**src/hdl/day_serial_to_date_assert.svh**
```systemverilog
// ----------------------------------------------------------------------------
// Assertion macros for the serial day to date converter.
// Each macro checks an implication on the rising edge of clk, off during rst.
// ----------------------------------------------------------------------------
`ifndef DAY_SERIAL_TO_DATE_ASSERT_SVH
`define DAY_SERIAL_TO_DATE_ASSERT_SVH

`ifndef SYNTHESIS

`define DSD_ASSERT_NOW(label, ante, cons) \
  label: assert property (@(posedge clk) disable iff (rst) (ante) |-> (cons)) \
    else $error("day_serial_to_date: same-cycle check failed");

`define DSD_ASSERT_NXT(label, ante, cons) \
  label: assert property (@(posedge clk) disable iff (rst) (ante) |=> (cons)) \
    else $error("day_serial_to_date: next-cycle check failed");

`else

`define DSD_ASSERT_NOW(label, ante, cons)

`define DSD_ASSERT_NXT(label, ante, cons)

`endif

`endif

```
**src/hdl/dsd_pkg.sv**
```systemverilog
// ----------------------------------------------------------------------------
// dsd_pkg
// Widths, calendar constants and the month-length table of the converter.
// ----------------------------------------------------------------------------
package dsd_pkg;

  localparam int SerialW = 22;
  localparam int DayW    = 5;
  localparam int MonthW  = 4;
  localparam int YearW   = 14;
  localparam int DaysW   = 23;

  localparam logic [YearW-1:0] CycleYear       = 14'd1600;
  localparam logic [DaysW-1:0] DaysCycleToBase = 23'd109573;
  localparam logic [DaysW-1:0] DaysPer400      = 23'd146097;
  localparam logic [DaysW-1:0] DaysLeapCent    = 23'd36525;
  localparam logic [DaysW-1:0] DaysCommonCent  = 23'd36524;
  localparam logic [DaysW-1:0] DaysLeapQuad    = 23'd1461;
  localparam logic [DaysW-1:0] DaysCommonQuad  = 23'd1460;
  localparam logic [DaysW-1:0] DaysLeapYear    = 23'd366;
  localparam logic [DaysW-1:0] DaysCommonYear  = 23'd365;

  localparam logic [MonthW-1:0] MonJan = 4'd0;
  localparam logic [MonthW-1:0] MonFeb = 4'd1;
  localparam logic [MonthW-1:0] MonApr = 4'd3;
  localparam logic [MonthW-1:0] MonJun = 4'd5;
  localparam logic [MonthW-1:0] MonSep = 4'd8;
  localparam logic [MonthW-1:0] MonNov = 4'd10;
  localparam logic [MonthW-1:0] MonDec = 4'd11;

  function automatic logic [DayW-1:0] month_days(input logic [MonthW-1:0] m,
                                                 input logic leap);
    logic [DayW-1:0] len;
    case (m)
      MonFeb:                         len = leap ? 5'd29 : 5'd28;
      MonApr, MonJun, MonSep, MonNov: len = 5'd30;
      default:                        len = 5'd31;
    endcase
    return len;
  endfunction

endpackage

```
**src/hdl/day_serial_to_date.sv**
```systemverilog
// One shared compare-subtract unit strips 400-year cycles, centuries, four-year spans,
// years and months in turn; serial_stall holds off a new beat until the sequencer is idle.
// A finished result waits in the output register while the next beat is taken.
// Reset (rst, synchronous, active high) returns the sequencer to idle and
// drops date_valid.
// ----------------------------------------------------------------------------
// day_serial_to_date
// Converts a serial day number (1 is 1 January 1900) to a Gregorian date.
// ----------------------------------------------------------------------------
`include "day_serial_to_date_assert.svh"

module day_serial_to_date (
  input  logic                          clk,
  input  logic                          rst,
  input  logic                          serial_valid,
  output logic                          serial_stall,
  input  logic [dsd_pkg::SerialW-1:0]   serial_number,
  output logic                          date_valid,
  input  logic                          date_stall,
  output logic [dsd_pkg::DayW-1:0]      day_of_month,
  output logic [dsd_pkg::MonthW-1:0]    month_number,
  output logic [dsd_pkg::YearW-1:0]     year_number
);
  import dsd_pkg::*;

  typedef enum logic [2:0] {
    S_IDLE,
    S_CYCLE,
    S_CENT,
    S_QFIRST,
    S_QUAD,
    S_YEAR,
    S_MONTH
  } state_t;

  state_t             state;
  logic [DaysW-1:0]   days;
  logic [YearW-1:0]   year;
  logic [MonthW-1:0]  month;
  logic [2:0]         step;
  logic               cent_first;
  logic               leap;

  logic [DaysW-1:0]   sub_op;
  logic [YearW-1:0]   year_inc;
  logic [DaysW:0]     diff;
  logic               ge;
  logic [DaysW-1:0]   start_days;
  logic               out_free;
  logic               done;

  always_comb begin
    sub_op   = DaysCommonYear;
    year_inc = 14'd1;
    case (state)
      S_CYCLE: begin
        sub_op   = DaysPer400 << step;
        year_inc = 14'd400 << step;
      end
      S_CENT: begin
        sub_op   = cent_first ? DaysLeapCent : DaysCommonCent;
        year_inc = 14'd100;
      end
      S_QFIRST: begin
        sub_op   = DaysCommonQuad;
        year_inc = 14'd4;
      end
      S_QUAD: begin
        sub_op   = DaysLeapQuad << step;
        year_inc = 14'd4 << step;
      end
      S_YEAR: begin
        sub_op   = leap ? DaysLeapYear : DaysCommonYear;
        year_inc = 14'd1;
      end
      S_MONTH: begin
        sub_op   = {{(DaysW-DayW){1'b0}}, month_days(month, leap)};
        year_inc = 14'd0;
      end
      default: begin
        sub_op   = DaysCommonYear;
        year_inc = 14'd0;
      end
    endcase
  end

  assign diff       = {1'b0, days} - {1'b0, sub_op};
  assign ge         = !diff[DaysW];
  assign start_days = ((serial_number == '0) ? DaysW'(0)
                                             : DaysW'(serial_number - 1'b1))
                      + DaysCycleToBase;
  assign out_free     = !date_valid || !date_stall;
  assign done         = (state == S_MONTH) && !(ge && month != MonDec) && out_free;
  assign serial_stall = (state != S_IDLE);

  always_ff @(posedge clk) begin
    if (rst) begin
      state      <= S_IDLE;
      date_valid <= 1'b0;
    end else begin
      if (done) begin
        date_valid <= 1'b1;
      end else if (date_valid && !date_stall) begin
        date_valid <= 1'b0;
      end
      case (state)
        S_IDLE: begin
          if (serial_valid) begin
            days  <= start_days;
            year  <= CycleYear;
            step  <= 3'd4;
            state <= S_CYCLE;
          end
        end
        S_CYCLE: begin
          if (ge) begin
            days <= diff[DaysW-1:0];
            year <= year + year_inc;
          end
          if (step == 3'd0) begin
            cent_first <= 1'b1;
            state      <= S_CENT;
          end else begin
            step <= step - 3'd1;
          end
        end
        S_CENT: begin
          if (ge) begin
            days       <= diff[DaysW-1:0];
            year       <= year + year_inc;
            cent_first <= 1'b0;
          end else if (cent_first) begin
            step  <= 3'd4;
            leap  <= 1'b1;
            state <= S_QUAD;
          end else begin
            state <= S_QFIRST;
          end
        end
        S_QFIRST: begin
          if (ge) begin
            days  <= diff[DaysW-1:0];
            year  <= year + year_inc;
            step  <= 3'd4;
            leap  <= 1'b1;
            state <= S_QUAD;
          end else begin
            leap  <= 1'b0;
            state <= S_YEAR;
          end
        end
        S_QUAD: begin
          if (ge) begin
            days <= diff[DaysW-1:0];
            year <= year + year_inc;
          end
          if (step == 3'd0) begin
            state <= S_YEAR;
          end else begin
            step <= step - 3'd1;
          end
        end
        S_YEAR: begin
          if (ge) begin
            days <= diff[DaysW-1:0];
            year <= year + year_inc;
            leap <= 1'b0;
          end else begin
            month <= MonJan;
            state <= S_MONTH;
          end
        end
        S_MONTH: begin
          if (ge && month != MonDec) begin
            days  <= diff[DaysW-1:0];
            month <= month + 4'd1;
          end else if (out_free) begin
            day_of_month <= days[DayW-1:0] + 5'd1;
            month_number <= month + 4'd1;
            year_number  <= year;
            state        <= S_IDLE;
          end
        end
        default: begin
          state <= S_IDLE;
        end
      endcase
    end
  end

  `DSD_ASSERT_NXT(a_accept_busy, serial_valid && !serial_stall, serial_stall)
  `DSD_ASSERT_NOW(a_out_range, date_valid, day_of_month != '0 && month_number - 4'd1 < 4'd12)
  `DSD_ASSERT_NOW(a_cent_bound, state == S_CENT, days < DaysPer400)
  `DSD_ASSERT_NOW(a_year_bound, state == S_YEAR, days < DaysLeapQuad)
  `DSD_ASSERT_NOW(a_month_bound, state == S_MONTH, month <= MonDec && days < DaysLeapYear)

endmodule
```
**config.mk**
```make
export PLATFORM = sky130hd
export DESIGN_NAME = day_serial_to_date
export DESIGN_NICKNAME = d
export VERILOG_FILES = /design/src/hdl/dsd_pkg.sv /design/src/hdl/day_serial_to_date.sv
export VERILOG_INCLUDE_DIRS = /design/src /design/src/hdl
export SDC_FILE = /design/constraint.sdc
export NUM_CORES = 1
export LEC_CHECK = 0
export BUFFER_PORTS_ARGS = -buffer_cell sky130_fd_sc_hd__buf_2
export CELL_PAD_IN_SITES_DETAIL_PLACEMENT = 0
export CELL_PAD_IN_SITES_GLOBAL_PLACEMENT = 1
export CORE_ASPECT_RATIO = 0.8
export CORE_MARGIN = 3
export CORE_UTILIZATION = 35
export DETAILED_ROUTE_END_ITERATION = 6
export GPL_ROUTABILITY_DRIVEN = 0
export PLACE_DENSITY_LB_ADDON = 0.12
export SYNTH_ARGS = -nofsm -noshare
export SYNTH_HDL_FRONTEND = slang
export SYNTH_SLANG_ARGS = --single-unit
```
**constraint.sdc**
```tcl
create_clock -name clk -period 14.2 [get_ports clk]
set_clock_uncertainty 0.15 [all_clocks]
set_input_delay 2.84 -clock clk [delete_from_list [all_inputs] [get_ports clk]]
set_output_delay 2.84 -clock clk [all_outputs]
set_load 0.02 [all_outputs]
```
Yosys cells after proc, flatten, opt, wreduce, memory -nomap -nowiden

Index checks and enable logic that the tools add are counted.

Memory bits (read-only): 0
Register bits: 73
Bits in writable memories: 0
Memories: 0
Latch bits: 0
Output and inout bits: 25

Add/subtract/negate cells: 7
Multiplexer cells: 42
$lt $le $gt $ge: 0
Div/mod/pow operators: 0
Shifts and indexed selects: 4
Equality and inequality tests: 26
Bitwise operators: 2
Reductions and logical operators: 31
$mul: 0

Operators by type and width:

| kind                                                                  | number |
|---|---|
| 23-bit one-hot mux with 6 select lines                                | 1 |
| 23-bit two-way mux                                                    | 4 |
| 14-bit one-hot mux with 5 select lines                                | 1 |
| 23-bit one-hot mux with 3 select lines                                | 1 |
| 3-bit two-way mux                                                     | 13 |
| 14-bit two-way mux                                                    | 2 |
| 14-bit one-hot mux with 2 select lines                                | 1 |
| 2-bit != test (second input constant)                                 | 13 |
| 23-bit by 23-bit subtractor with 24-bit output                        | 1 |
| 23-bit by 17-bit adder with 23-bit output (second input constant)     | 1 |
| 11-bit by 3-bit << shifter with 23-bit output (first input constant)  | 1 |
| 18-bit by 3-bit << shifter with 23-bit output (first input constant)  | 1 |
| 22-bit by 1-bit subtractor with 23-bit output (second input constant) | 1 |
| 22-bit zero test                                                      | 1 |
| 3-bit one-hot mux with 7 select lines                                 | 1 |
| 4-bit AND reduction                                                   | 4 |
| 14-bit adder                                                          | 1 |
| 7-bit AND reduction                                                   | 2 |
| 3-bit by 3-bit << shifter with 14-bit output (first input constant)   | 1 |
| 9-bit by 3-bit << shifter with 14-bit output (first input constant)   | 1 |
| 3-bit one-hot mux with 4 select lines                                 | 1 |
| 1-bit two-way mux                                                     | 10 |
| 5-bit AND reduction                                                   | 2 |
| 3-bit == test (second input constant)                                 | 3 |
| other kinds (28)                                                      | 44 |

Logic depth before layout (Yosys ltp)

Gate-level depths: netlist (run 1).

Depth after elaboration: 11
Depth in mapped cells: 20

Worst setup path after synthesis (run 1)

OpenSTA, ideal clock, no wires.

Path type: input to register
Start point: input serial_number[8] (netlist name)
End point: register days[16], data pin
Setup time: 0.259 ns
Path buffers: 2
Required time: 13.791 ns
Cell stages on the path: 15
Arrival time: 5.874 ns
Slack: 7.917 ns
Cells stage by stage: clkbuf_1 > nor4_2 > and4_1 > and2_1 > clkbuf_1 > nor2_1 > ha_1 > or2_2 > a21oi_1 > a211oi_4 > o21ai_2 > o221ai_4 > a21oi_1 > nor4_1 > a211o_1

Word-level cells in the longest chain between the ends: 5
Elaborated cells between the ends (all ways): 6
Those cells by class: add/sub (2); mux (3); reduce/logical (1)

Ends and longest elaborated chain:

| item                                                                                     | line                                               | text |
|---|---|---|
| start: declaration                                                                       | day_serial_to_date.sv:17                           | `input logic [dsd_pkg::SerialW-1:0] serial_number,` |
| 22-bit by 1-bit subtractor with 23-bit output / 22-bit zero test (equally long branches) | day_serial_to_date.sv:90, day_serial_to_date.sv:89 |  |
| 23-bit two-way mux (*)                                                                   | day_serial_to_date.sv:89                           | `assign start_days = ((serial_number == '0) ? DaysW'(0)` |
| 23-bit by 17-bit adder with 23-bit output (*)                                            | day_serial_to_date.sv:91                           | `+ DaysCycleToBase;` |
| 23-bit two-way mux (*)                                                                   | day_serial_to_date.sv:108                          | `if (serial_valid) begin` |
| 23-bit one-hot mux with 3 select lines (*)                                               | day_serial_to_date.sv:106                          | `case (state)` |
| end signal: assignment                                                                   | day_serial_to_date.sv:109                          | `days <= start_days;` |
| end signal: assignment                                                                   | day_serial_to_date.sv:117                          | `days <= diff[DaysW-1:0];` |
| end signal: assignment                                                                   | day_serial_to_date.sv:129                          | `days <= diff[DaysW-1:0];` |
| end: declaration                                                                         | day_serial_to_date.sv:37                           | `logic [DaysW-1:0] days;` |

Every way passes the cells marked *; elsewhere a longest branch is shown, timed or not. The select of a mux whose other input is x is not followed.
A chain may end at the register's enable or synchronous reset.

Worst setup path after layout (run 1)

Start point: input serial_number[9] (netlist name)
End point: register days[16], data pin

The elaborated chain is that of the path after synthesis.

==> impl_metrics.tcl, run 1 <==
set metrics [dict create \
    clockBufferDepth 2 \
    route.detailed.drc 0 \
    syn_inst 811 \
    hold-worst-slack_ps 308 \
    clock_latency_ps 340 \
    dp.cells 1089 \
    grt_pass1_wl_um 30700 \
    ys_seq_area_share_pct 31.4 \
    io_buffers 50 \
    io_pins 51 \
    avgViaCountPerCell 5.65 \
    synthMuxAreaShare_pct 1.50 \
    start_kind "input pin" \
    hp-class "flop to flop" \
    synth_top_family_by_area "compound AO/OA/AOI/OAI gates" \
    synth_flop_cell "edfxtp_1" \
    cp_max_fo 13 \
    crit_slowest_cell "nor4_2" \
    fin_crit_ps 6470 \
    vdd_drop_max_mv 0.169 \
    hold_buffers 0 \
    worst_slew_pin_slew_ps 1010 \
    max_stage_delay_ps 660 \
    dieArea_um2 21300 \
    power_w 0.00201 \
    vias 6247 \
    cts_made_buffers 9 \
    synth_most_common_cell "nor2_1" \
    synth_top_area_share_pct 30.3 \
    yosysWarnings 0 \
    status "finished clean" \
    fp.dieW_um 162 \
    setup-violations-final 0 \
    worstReg2RegStart "state[2]" \
    post_drt_wl_per_cell_um 17.3 \
    antenna_left 0 \
    cts_tree "yes" \
    required_ps 14150 \
    syn-cell-area_um2 6840 \
    crit_start "serial_number[9]" \
    post-route-period-util_pct 45.6 \
    dp_hpwl_um 14700 \
    cp_cell_sequence "buf_2, nor4_2, and4_1, and2_1, nor2_1, ha_1, or2_2, a21oi_1, a211oi_4, o21ai_2, o221ai_4, a21oi_1, nor4_1, a211o_1" \
    slew_viol_final 0 \
    fin_setup_tns_ps 0 \
    crit_arrival_ps 6420 \
    grt_usage_pct 18.1 \
    maxCapViolCount 0 \
    synthAdderAreaFrac_pct 9.98 \
    path_common_cell "a21oi_1" \
    globalRouteOverflowTotal 0 \
    crit_buf_inv 1 \
    first_iter_violations 428 \
    synth_async_sr_flop_share_pct 0 \
    ys_types 77 \
    hold_viol_final 0 \
    synth-seq-cells 73 \
    synth_compound_area_share_pct 23.2 \
    n_antenna_cell 0 \
    routed_wl_um 19200 \
    r2r_setup_slack_ps 7750 \
    grt_setup_unrepaired "no" \
    drive_gt1_share_pct 11.8 \
    cts_resized 0 \
    end_kind "flop" \
    post_cts_buffers 0 \
    clock-sinks 73 \
    rows 45 \
    htree_levels 3 \
    areaGrowthSynthToFinish_pct 11.9 \
    synthTopCellsByArea "edfxtp_1, ha_1, nor2_1" \
    clkTransAtPathRegs_ps 70 \
    initial_core_util_pct 35.9 \
    synth_nets 891 \
    grt_max_degree 30 \
    grt_pass1_vias 5676 \
    finish.utilization_pct 40.1 \
    max_slew_margin_pct 32.9 \
    pwr_density_cell_nw_per_um2 263 \
    antenna_found_initial 0 \
    crit_type "input pin to flop" \
    synth-xor-area-share_pct 8.06 \
    cp_top_family "simple AND/OR/NAND/NOR gates" \
    postSynthAreaPerCell_um2 8.44 \
    cts_root_buf "clkbuf_16" \
    fin_cells 1105 \
    drtPass1Iterations 5 \
    fp.dieH_um 131 \
    coreArea_um2 19100 \
    netlist_top_cells_count "nor2_1, nand2_1, edfxtp_1" \
    fmax_mhz 155 \
    finalNetCount 922 \
    p_leak_nw 2.93 \
    yosys.area.top_type "edfxtp_1" \
    hp-start "year[0]" \
    synthSimpleGateAreaFrac_pct 22.5 \
    synth_edf_count 69 \
]
report_power, final:
group | switching, W | leakage (nW) | internal, W
Sequential | 0.0000518 | 0.675 | 0.000370
Combinational | 0.000807 | 2.11 | 0.000533
Clock | 0.0000981 | 0.153 | 0.000154
Total | 0.000957 | 2.93 | 0.00106
logic make-up after synthesis:
| logic type | count (synthesis) |
|---|---|
| AOI/OAI and AO/OA | 237 |
| xor gates and xnor gates | 63 |
| adders and majority gates | 54 |
| buffers and inverters | 60 |
| DFF | 73 |
| muxes | 10 |
| and+or+nand+nor | 314 |
metal layers:
layer | vias to the layer above | share of wire [%] | GRT usage, %
met5 | - | 0 | 0
met4 | 0 | 0.62 | 2.91
met3 | 11 | 4.8 | 3.49
met2 | 131 | 41 | 26.6
met1 | 3006 | 53 | 27.8
li1 | 3099 | - | -
worst paths after layout:
kind | end | cells past startpoint
worst min register to register | year_number[0] | 0
worst max-delay path | days[16] | 14
worst min-delay path | year_number[0] | 0
worst max register to register | day_of_month[2] | 16
through the flow:
| step | setup slack [ps] | instance area, um^2 |
|---|---|---|
| 2_1_floorplan | 7920 | 6840 |
| 3_3_place_gp | 7570 | 7340 |
| 3_5_place_dp | 7420 | 7340 |
| 4_1_cts | 7780 | 7660 |
| 5_1_grt | 7460 | 7660 |
| 6_report | 7730 | 7660 |
final cells by class:
cell class | count | area, um^2
Clock buffer | 9 | 225
Sequential cell | 73 | 2150
Timing Repair Buffer | 59 | 318
Fill cell | 1949 | 11400
Inverter | 21 | 78.8
Tap cell | 258 | 323
Clock inverter | 7 | 93.8
Multi-Input combinational cell | 678 | 4470
cells in the final DEF, fill, tap and decap left out, drive strengths merged, types with 6 or more instances in the layout:
cell | netlist | layout
nor2b | 11 | 11
nand3 | 21 | 21
a31oi | 8 | 8
buf | 7 | 59
inv | 19 | 20
xor2 | 26 | 26
o21a | 13 | 13
a21o | 16 | 16
a21oi | 66 | 66
o31a | 6 | 6
mux2i | 8 | 8
and3 | 10 | 10
and2 | 7 | 7
or4 | 7 | 7
o22ai | 10 | 10
nor4 | 11 | 11
o31ai | 9 | 9
nor2 | 90 | 90
ha | 53 | 53
or2 | 8 | 8
or3 | 7 | 7
xnor2 | 37 | 37
nand4 | 7 | 7
nand2b | 10 | 10
o21ai | 51 | 51
nor3 | 30 | 30
nand2 | 78 | 78
edfxtp | 69 | 69
clkbuf | 32 | 9
flip-flops by register name (all words and copies together), names as in the netlist:
name          flops
day_of_month      5
leap              1
step              3
state             3
year_number      14
year             14
month_number      4
date_valid        1
month             4
cent_first        1
days             23
No activity file was read; power rests on OpenSTA's default activity.
==> run 2, diff against run 1 <==
- clock period: 14.2 -> 5.45 ns (I/O delays scaled with it)
==> run 2 against run 1 <==
Largest power group unchanged. Register-to-register slack lost 7200 ps. Worst setup slack worse by 7100 ps. Sequential cell count is the same. Largest cell class unchanged.
==> impl_metrics.tcl, run 2 (synthesis gave the netlist of run 1 again) <==
set metrics [dict create \
    status "finished clean" \
    grt_usage_pct 18.7 \
    areaGrowthSynthToFinish_pct 14.2 \
    hold_viol_final 0 \
    top_register "days" \
    setup-violations-final 0 \
    hold_buffers 0 \
    largest_reg_flops 23 \
    io_buffers 50 \
    drtPass1Iterations 7 \
    hold_path_depth 0 \
    crit_slowest_cell "dfxtp_1" \
    crit_end "day_of_month[0]" \
    crit_start "state[2]" \
    grt_pass1_wl_um 31700 \
    route.detailed.drc 0 \
    grt_max_degree 29 \
    start_kind "flop" \
    crit_arrival_ps 4750 \
    p_leak_nw 3.03 \
    r2r_setup_slack_ps 590 \
    cts_root_buf "clkbuf_16" \
    clock_latency_ps 350 \
    htree_levels 3 \
    worstReg2RegStart "state[2]" \
    clkTransAtPathRegs_ps 60 \
    initial_core_util_pct 35.9 \
    first_iter_violations 573 \
    final_common_cell "nor2_1" \
    dieArea_um2 21300 \
    rows 45 \
    clock-sinks 73 \
    max_stage_delay_ps 490 \
    grt_setup_unrepaired "no" \
    antenna_found_initial 0 \
    post_cts_buffers 0 \
    vias 6379 \
    post_drt_wl_per_cell_um 17.7 \
    final_cell_mix "nor2_1, nand2_1, edfxtp_1, a21oi_1, ha_1" \
    coreArea_um2 19100 \
    timing.rr.end "day_of_month[0]" \
    n_antenna_cell 0 \
    fp.dieW_um 162 \
    post-route-period-util_pct 89.1 \
    max_slew_margin_pct 44.3 \
    globalRouteOverflowTotal 0 \
    hp-class "flop to flop" \
    fmax_mhz 206 \
    fp.dieH_um 131 \
    cts_resized 0 \
    vdd_drop_max_mv 0.348 \
    clockBufferDepth 2 \
    io_pins 51 \
    fin_crit_ps 4860 \
    cp_cell_sequence "nand2_1, ha_1, mux2_2, o21ai_0, a21oi_1, nor2_1, a21oi_1, ha_1, a211oi_1, nand2_1, or3_1, o21ai_0, o21ba_2, o21ai_0, nor3b_4, buf_12" \
    pwr_density_cell_nw_per_um2 688 \
    grt_pass1_vias 5925 \
    maxCapViolCount 0 \
    drive_gt1_share_pct 13.4 \
    dp_hpwl_um 15500 \
    slew_viol_final 0 \
    required_ps 5350 \
    antenna_left 0 \
    cts_made_buffers 9 \
    fin_setup_tns_ps 0 \
    end_kind "flop" \
    reg_top3 "days: 23 flops, year: 14 flops, year_number: 14 flops" \
    finalNetCount 939 \
    worst_slew_pin_slew_ps 835 \
    crit_type "flop to flop" \
    power_w 0.00538 \
    rr_worst_depth 16 \
    path_common_cell "o21ai_0" \
    cp_max_fo 23 \
    cts_tree "yes" \
    routed_wl_um 19800 \
    avgViaCountPerCell 5.69 \
]
==> run 2: changes by cell type in the layout (fill, tap and decap cells not counted), sizes merged <==
cell | previous run | this run
buf | 59 | 76
bufinv | 2 | 3
clkinvlp | 1 | 0
inv | 20 | 19
==> run 2: critical path, delay by kind of cell, from the launching register on <==
family          cells  cell delay [ps]
buf+inv             1              200
simple gates        5             1100
flops               1              490
compound gates      7             1640
fa+ha+maj           2              700
mux                 1              280
==> run 2: how the worst min path moves through the flow <==
stage | from | end
after global placement | year[2] | year_number[2]
after detailed placement | year[2] | year_number[2]
after floorplan | year[0] | year_number[0]
final | year[2] | year_number[2]
after global routing | year[2] | year_number[2]
after CTS | year[2] | year_number[2]
==> run 2: metal layers <==
metal | vias to the layer above | routed length, um | track usage, %
li1 | 3119 | - | -
met1 | 3042 | 10200 | 28.8
met2 | 202 | 8110 | 26.7
met3 | 16 | 1340 | 3.96
met4 | 0 | 170 | 3.96
met5 | - | 0 | 0
==> run 2: report_power, final <==
group | switching, W | internal [W] | total [W] | leakage (nW)
clock network | 0.000245 | 0.000443 | 0.000688 | 0.163
logic | 0.00215 | 0.00146 | 0.00361 | 2.19
registers | 0.000111 | 0.000965 | 0.00108 | 0.675
total | 0.00251 | 0.00287 | 0.00538 | 3.03
==> run 2: cell type report <==
cell class                 instances  area [um^2]
clock inverter                     6          108
inverter                          21         78.8
multi-input combinational        678         4470
fill                            1900        11300
sequential                        73         2150
tap                              258          323
timing repair buffer              76          458
clock buffer                       9          225
==> run 2: per-stage QoR <==
step	cells	hold WS (ps)	cell area (um^2)	setup WS, ps	utilization (%)
2_1_floorplan	811	283	6850	430	-
3_3_place_gp	1106	296	7480	567	39.2
3_5_place_dp	1106	293	7480	548	39.2
4_1_cts	1121	306	7820	606	41.0
5_1_grt	1121	319	7820	184	41.0
6_report	1121	302	7820	594	41.0
==> run 3, diff against run 2 <==
- CTS_BUF_LIST: not set -> sky130_fd_sc_hd__clkbuf_8
==> run 3 against run 2 <==
Sequential power barely moved. Worst setup slack worse by 28 ps. Design area fell by 1.3%. Register-to-register slack worse by 30 ps. Utilization shrank 0.53 points. Global-route usage hardly changed. Count of clock-buffer cells in the layout unchanged. Non-clock buffer count did not move. Via count is 0.11% higher. Critical path type unchanged. Largest cell class unchanged. Highest routed layer unchanged.
==> impl_metrics.tcl, run 3 (synthesis gave the netlist of run 1 again) <==
set metrics [dict create \
    setup-violations-final 0 \
    crit_arrival_ps 4810 \
    hold_buffers 0 \
    fin_crit_ps 4880 \
    cts_tree "yes" \
    finish.utilization_pct 40.4 \
    largest_reg_flops 23 \
    cts_root_buf "clkbuf_8" \
    first_iter_violations 576 \
    route.detailed.drc 0 \
    maxCapViolCount 0 \
    crit_buf_inv 2 \
    areaGrowthSynthToFinish_pct 12.8 \
    cp_top_family "compound AO/OA/AOI/OAI gates" \
    final_common_cell "nor2_1" \
    fin_cells 1121 \
    coreArea_um2 19100 \
    antenna_found_initial 0 \
    drtPass1Iterations 7 \
    antenna_left 0 \
    globalRouteOverflowTotal 0 \
    grt_max_degree 29 \
    drive_gt1_share_pct 13.4 \
    crit_slowest_cell "o21ai_0" \
    vdd_drop_max_mv 0.347 \
    post_drt_wl_per_cell_um 17.7 \
    cp_max_fo 23 \
    finalNetCount 939 \
    dp_hpwl_um 15500 \
    grt_usage_pct 18.7 \
    grt_pass1_vias 5938 \
    hp-class "flop to flop" \
    crit_type "flop to flop" \
    n_antenna_cell 0 \
    max_stage_delay_ps 460 \
    hold_viol_final 0 \
    worst_slew_pin_slew_ps 826 \
    end_kind "flop" \
    avgViaCountPerCell 5.70 \
    clock-sinks 73 \
    post_cts_buffers 0 \
    post-route-period-util_pct 89.6 \
    fp.dieH_um 131 \
    status "finished clean" \
    rows 45 \
    fmax_mhz 205 \
    pwr_density_cell_nw_per_um2 676 \
    p_leak_nw 2.98 \
    dp.cells 1106 \
    clock_latency_ps 370 \
    final_cell_mix "nor2_1, nand2_1, edfxtp_1, a21oi_1, ha_1" \
    cts_made_buffers 9 \
    io_pins 51 \
    fp.dieW_um 162 \
    dieArea_um2 21300 \
    slew_viol_final 0 \
    reg_top3 "days: 23 flops, year: 14 flops, year_number: 14 flops" \
    fin_setup_tns_ps 0 \
    max_slew_margin_pct 44.9 \
    cp_cell_sequence "nor2_1, nand2_1, clkinv_1, ha_1, mux2i_1, nand2_1, o21ai_0, a21oi_1, a21oi_1, ha_1, o21a_1, o221a_2, o31ai_1, a21oi_1, o21ai_0, o21ba_2, o21ai_0, nor3b_4, buf_12" \
    grt_pass1_wl_um 31600 \
    io_buffers 50 \
    clockBufferDepth 2 \
    routed_wl_um 19800 \
    initial_core_util_pct 35.9 \
    htree_levels 3 \
    required_ps 5380 \
    start_kind "flop" \
    cts_resized 0 \
    grt_setup_unrepaired "no" \
    clkTransAtPathRegs_ps 80 \
    vias 6386 \
    top_register "days" \
]
-- run 3: cell types whose count changed in the layout (fill, tap and decap cells not counted) --
cell / change
clkbuf_16: -9
clkbuf_8: +9
-- run 3: final timing paths --
check / startpoint / endpoint / slack, ps / cells past startpoint
max: state[0] / day_of_month[0] / 570 / 19
min: year[2] / year_number[2] / 310 / 0
max reg2reg: state[0] / day_of_month[0] / 570 / 19
min reg2reg: year[2] / year_number[2] / 310 / 0
-- run 3: metrics by stage --
stage / total power, W / hold WS, ps / worst slack [ps] / instance area, um^2
detailed placement: 0.00468 / 293 / 548 / 7480
global route: 0.00571 / 322 / 182 / 7720
floorplan: 0.00375 / 283 / 430 / 6850
CTS: 0.00523 / 306 / 612 / 7720
global placement: 0.00465 / 296 / 567 / 7480
finish: 0.00522 / 307 / 566 / 7720
-- run 3: final cells by class --
type	count	area [um^2]
inverters	21	78.8
clock inverters	6	108
flip-flops and latches	73	2150
fillers	1908	11400
clock buffers	9	124
repair buffers	76	458
well taps	258	323
multi-input cells	678	4470
-- run 3: power breakdown --
group | total [W] | internal, W | leakage, nW | switching [W]
clock network | 0.000522 | 0.000300 | 0.117 | 0.000222
logic | 0.00362 | 0.00146 | 2.19 | 0.00216
registers | 0.00107 | 0.000964 | 0.675 | 0.000111
total | 0.00522 | 0.00272 | 2.98 | 0.00249
-- run 3: layer usage --
layer / up-vias / part of all wire [%] / GRT usage, %
li1: 3121 / - / -
met1: 3050 / 51 / 28.2
met2: 199 / 41 / 26.6
met3: 16 / 7.1 / 5.43
met4: 0 / 0.71 / 3.01
met5: - / 0 / 0
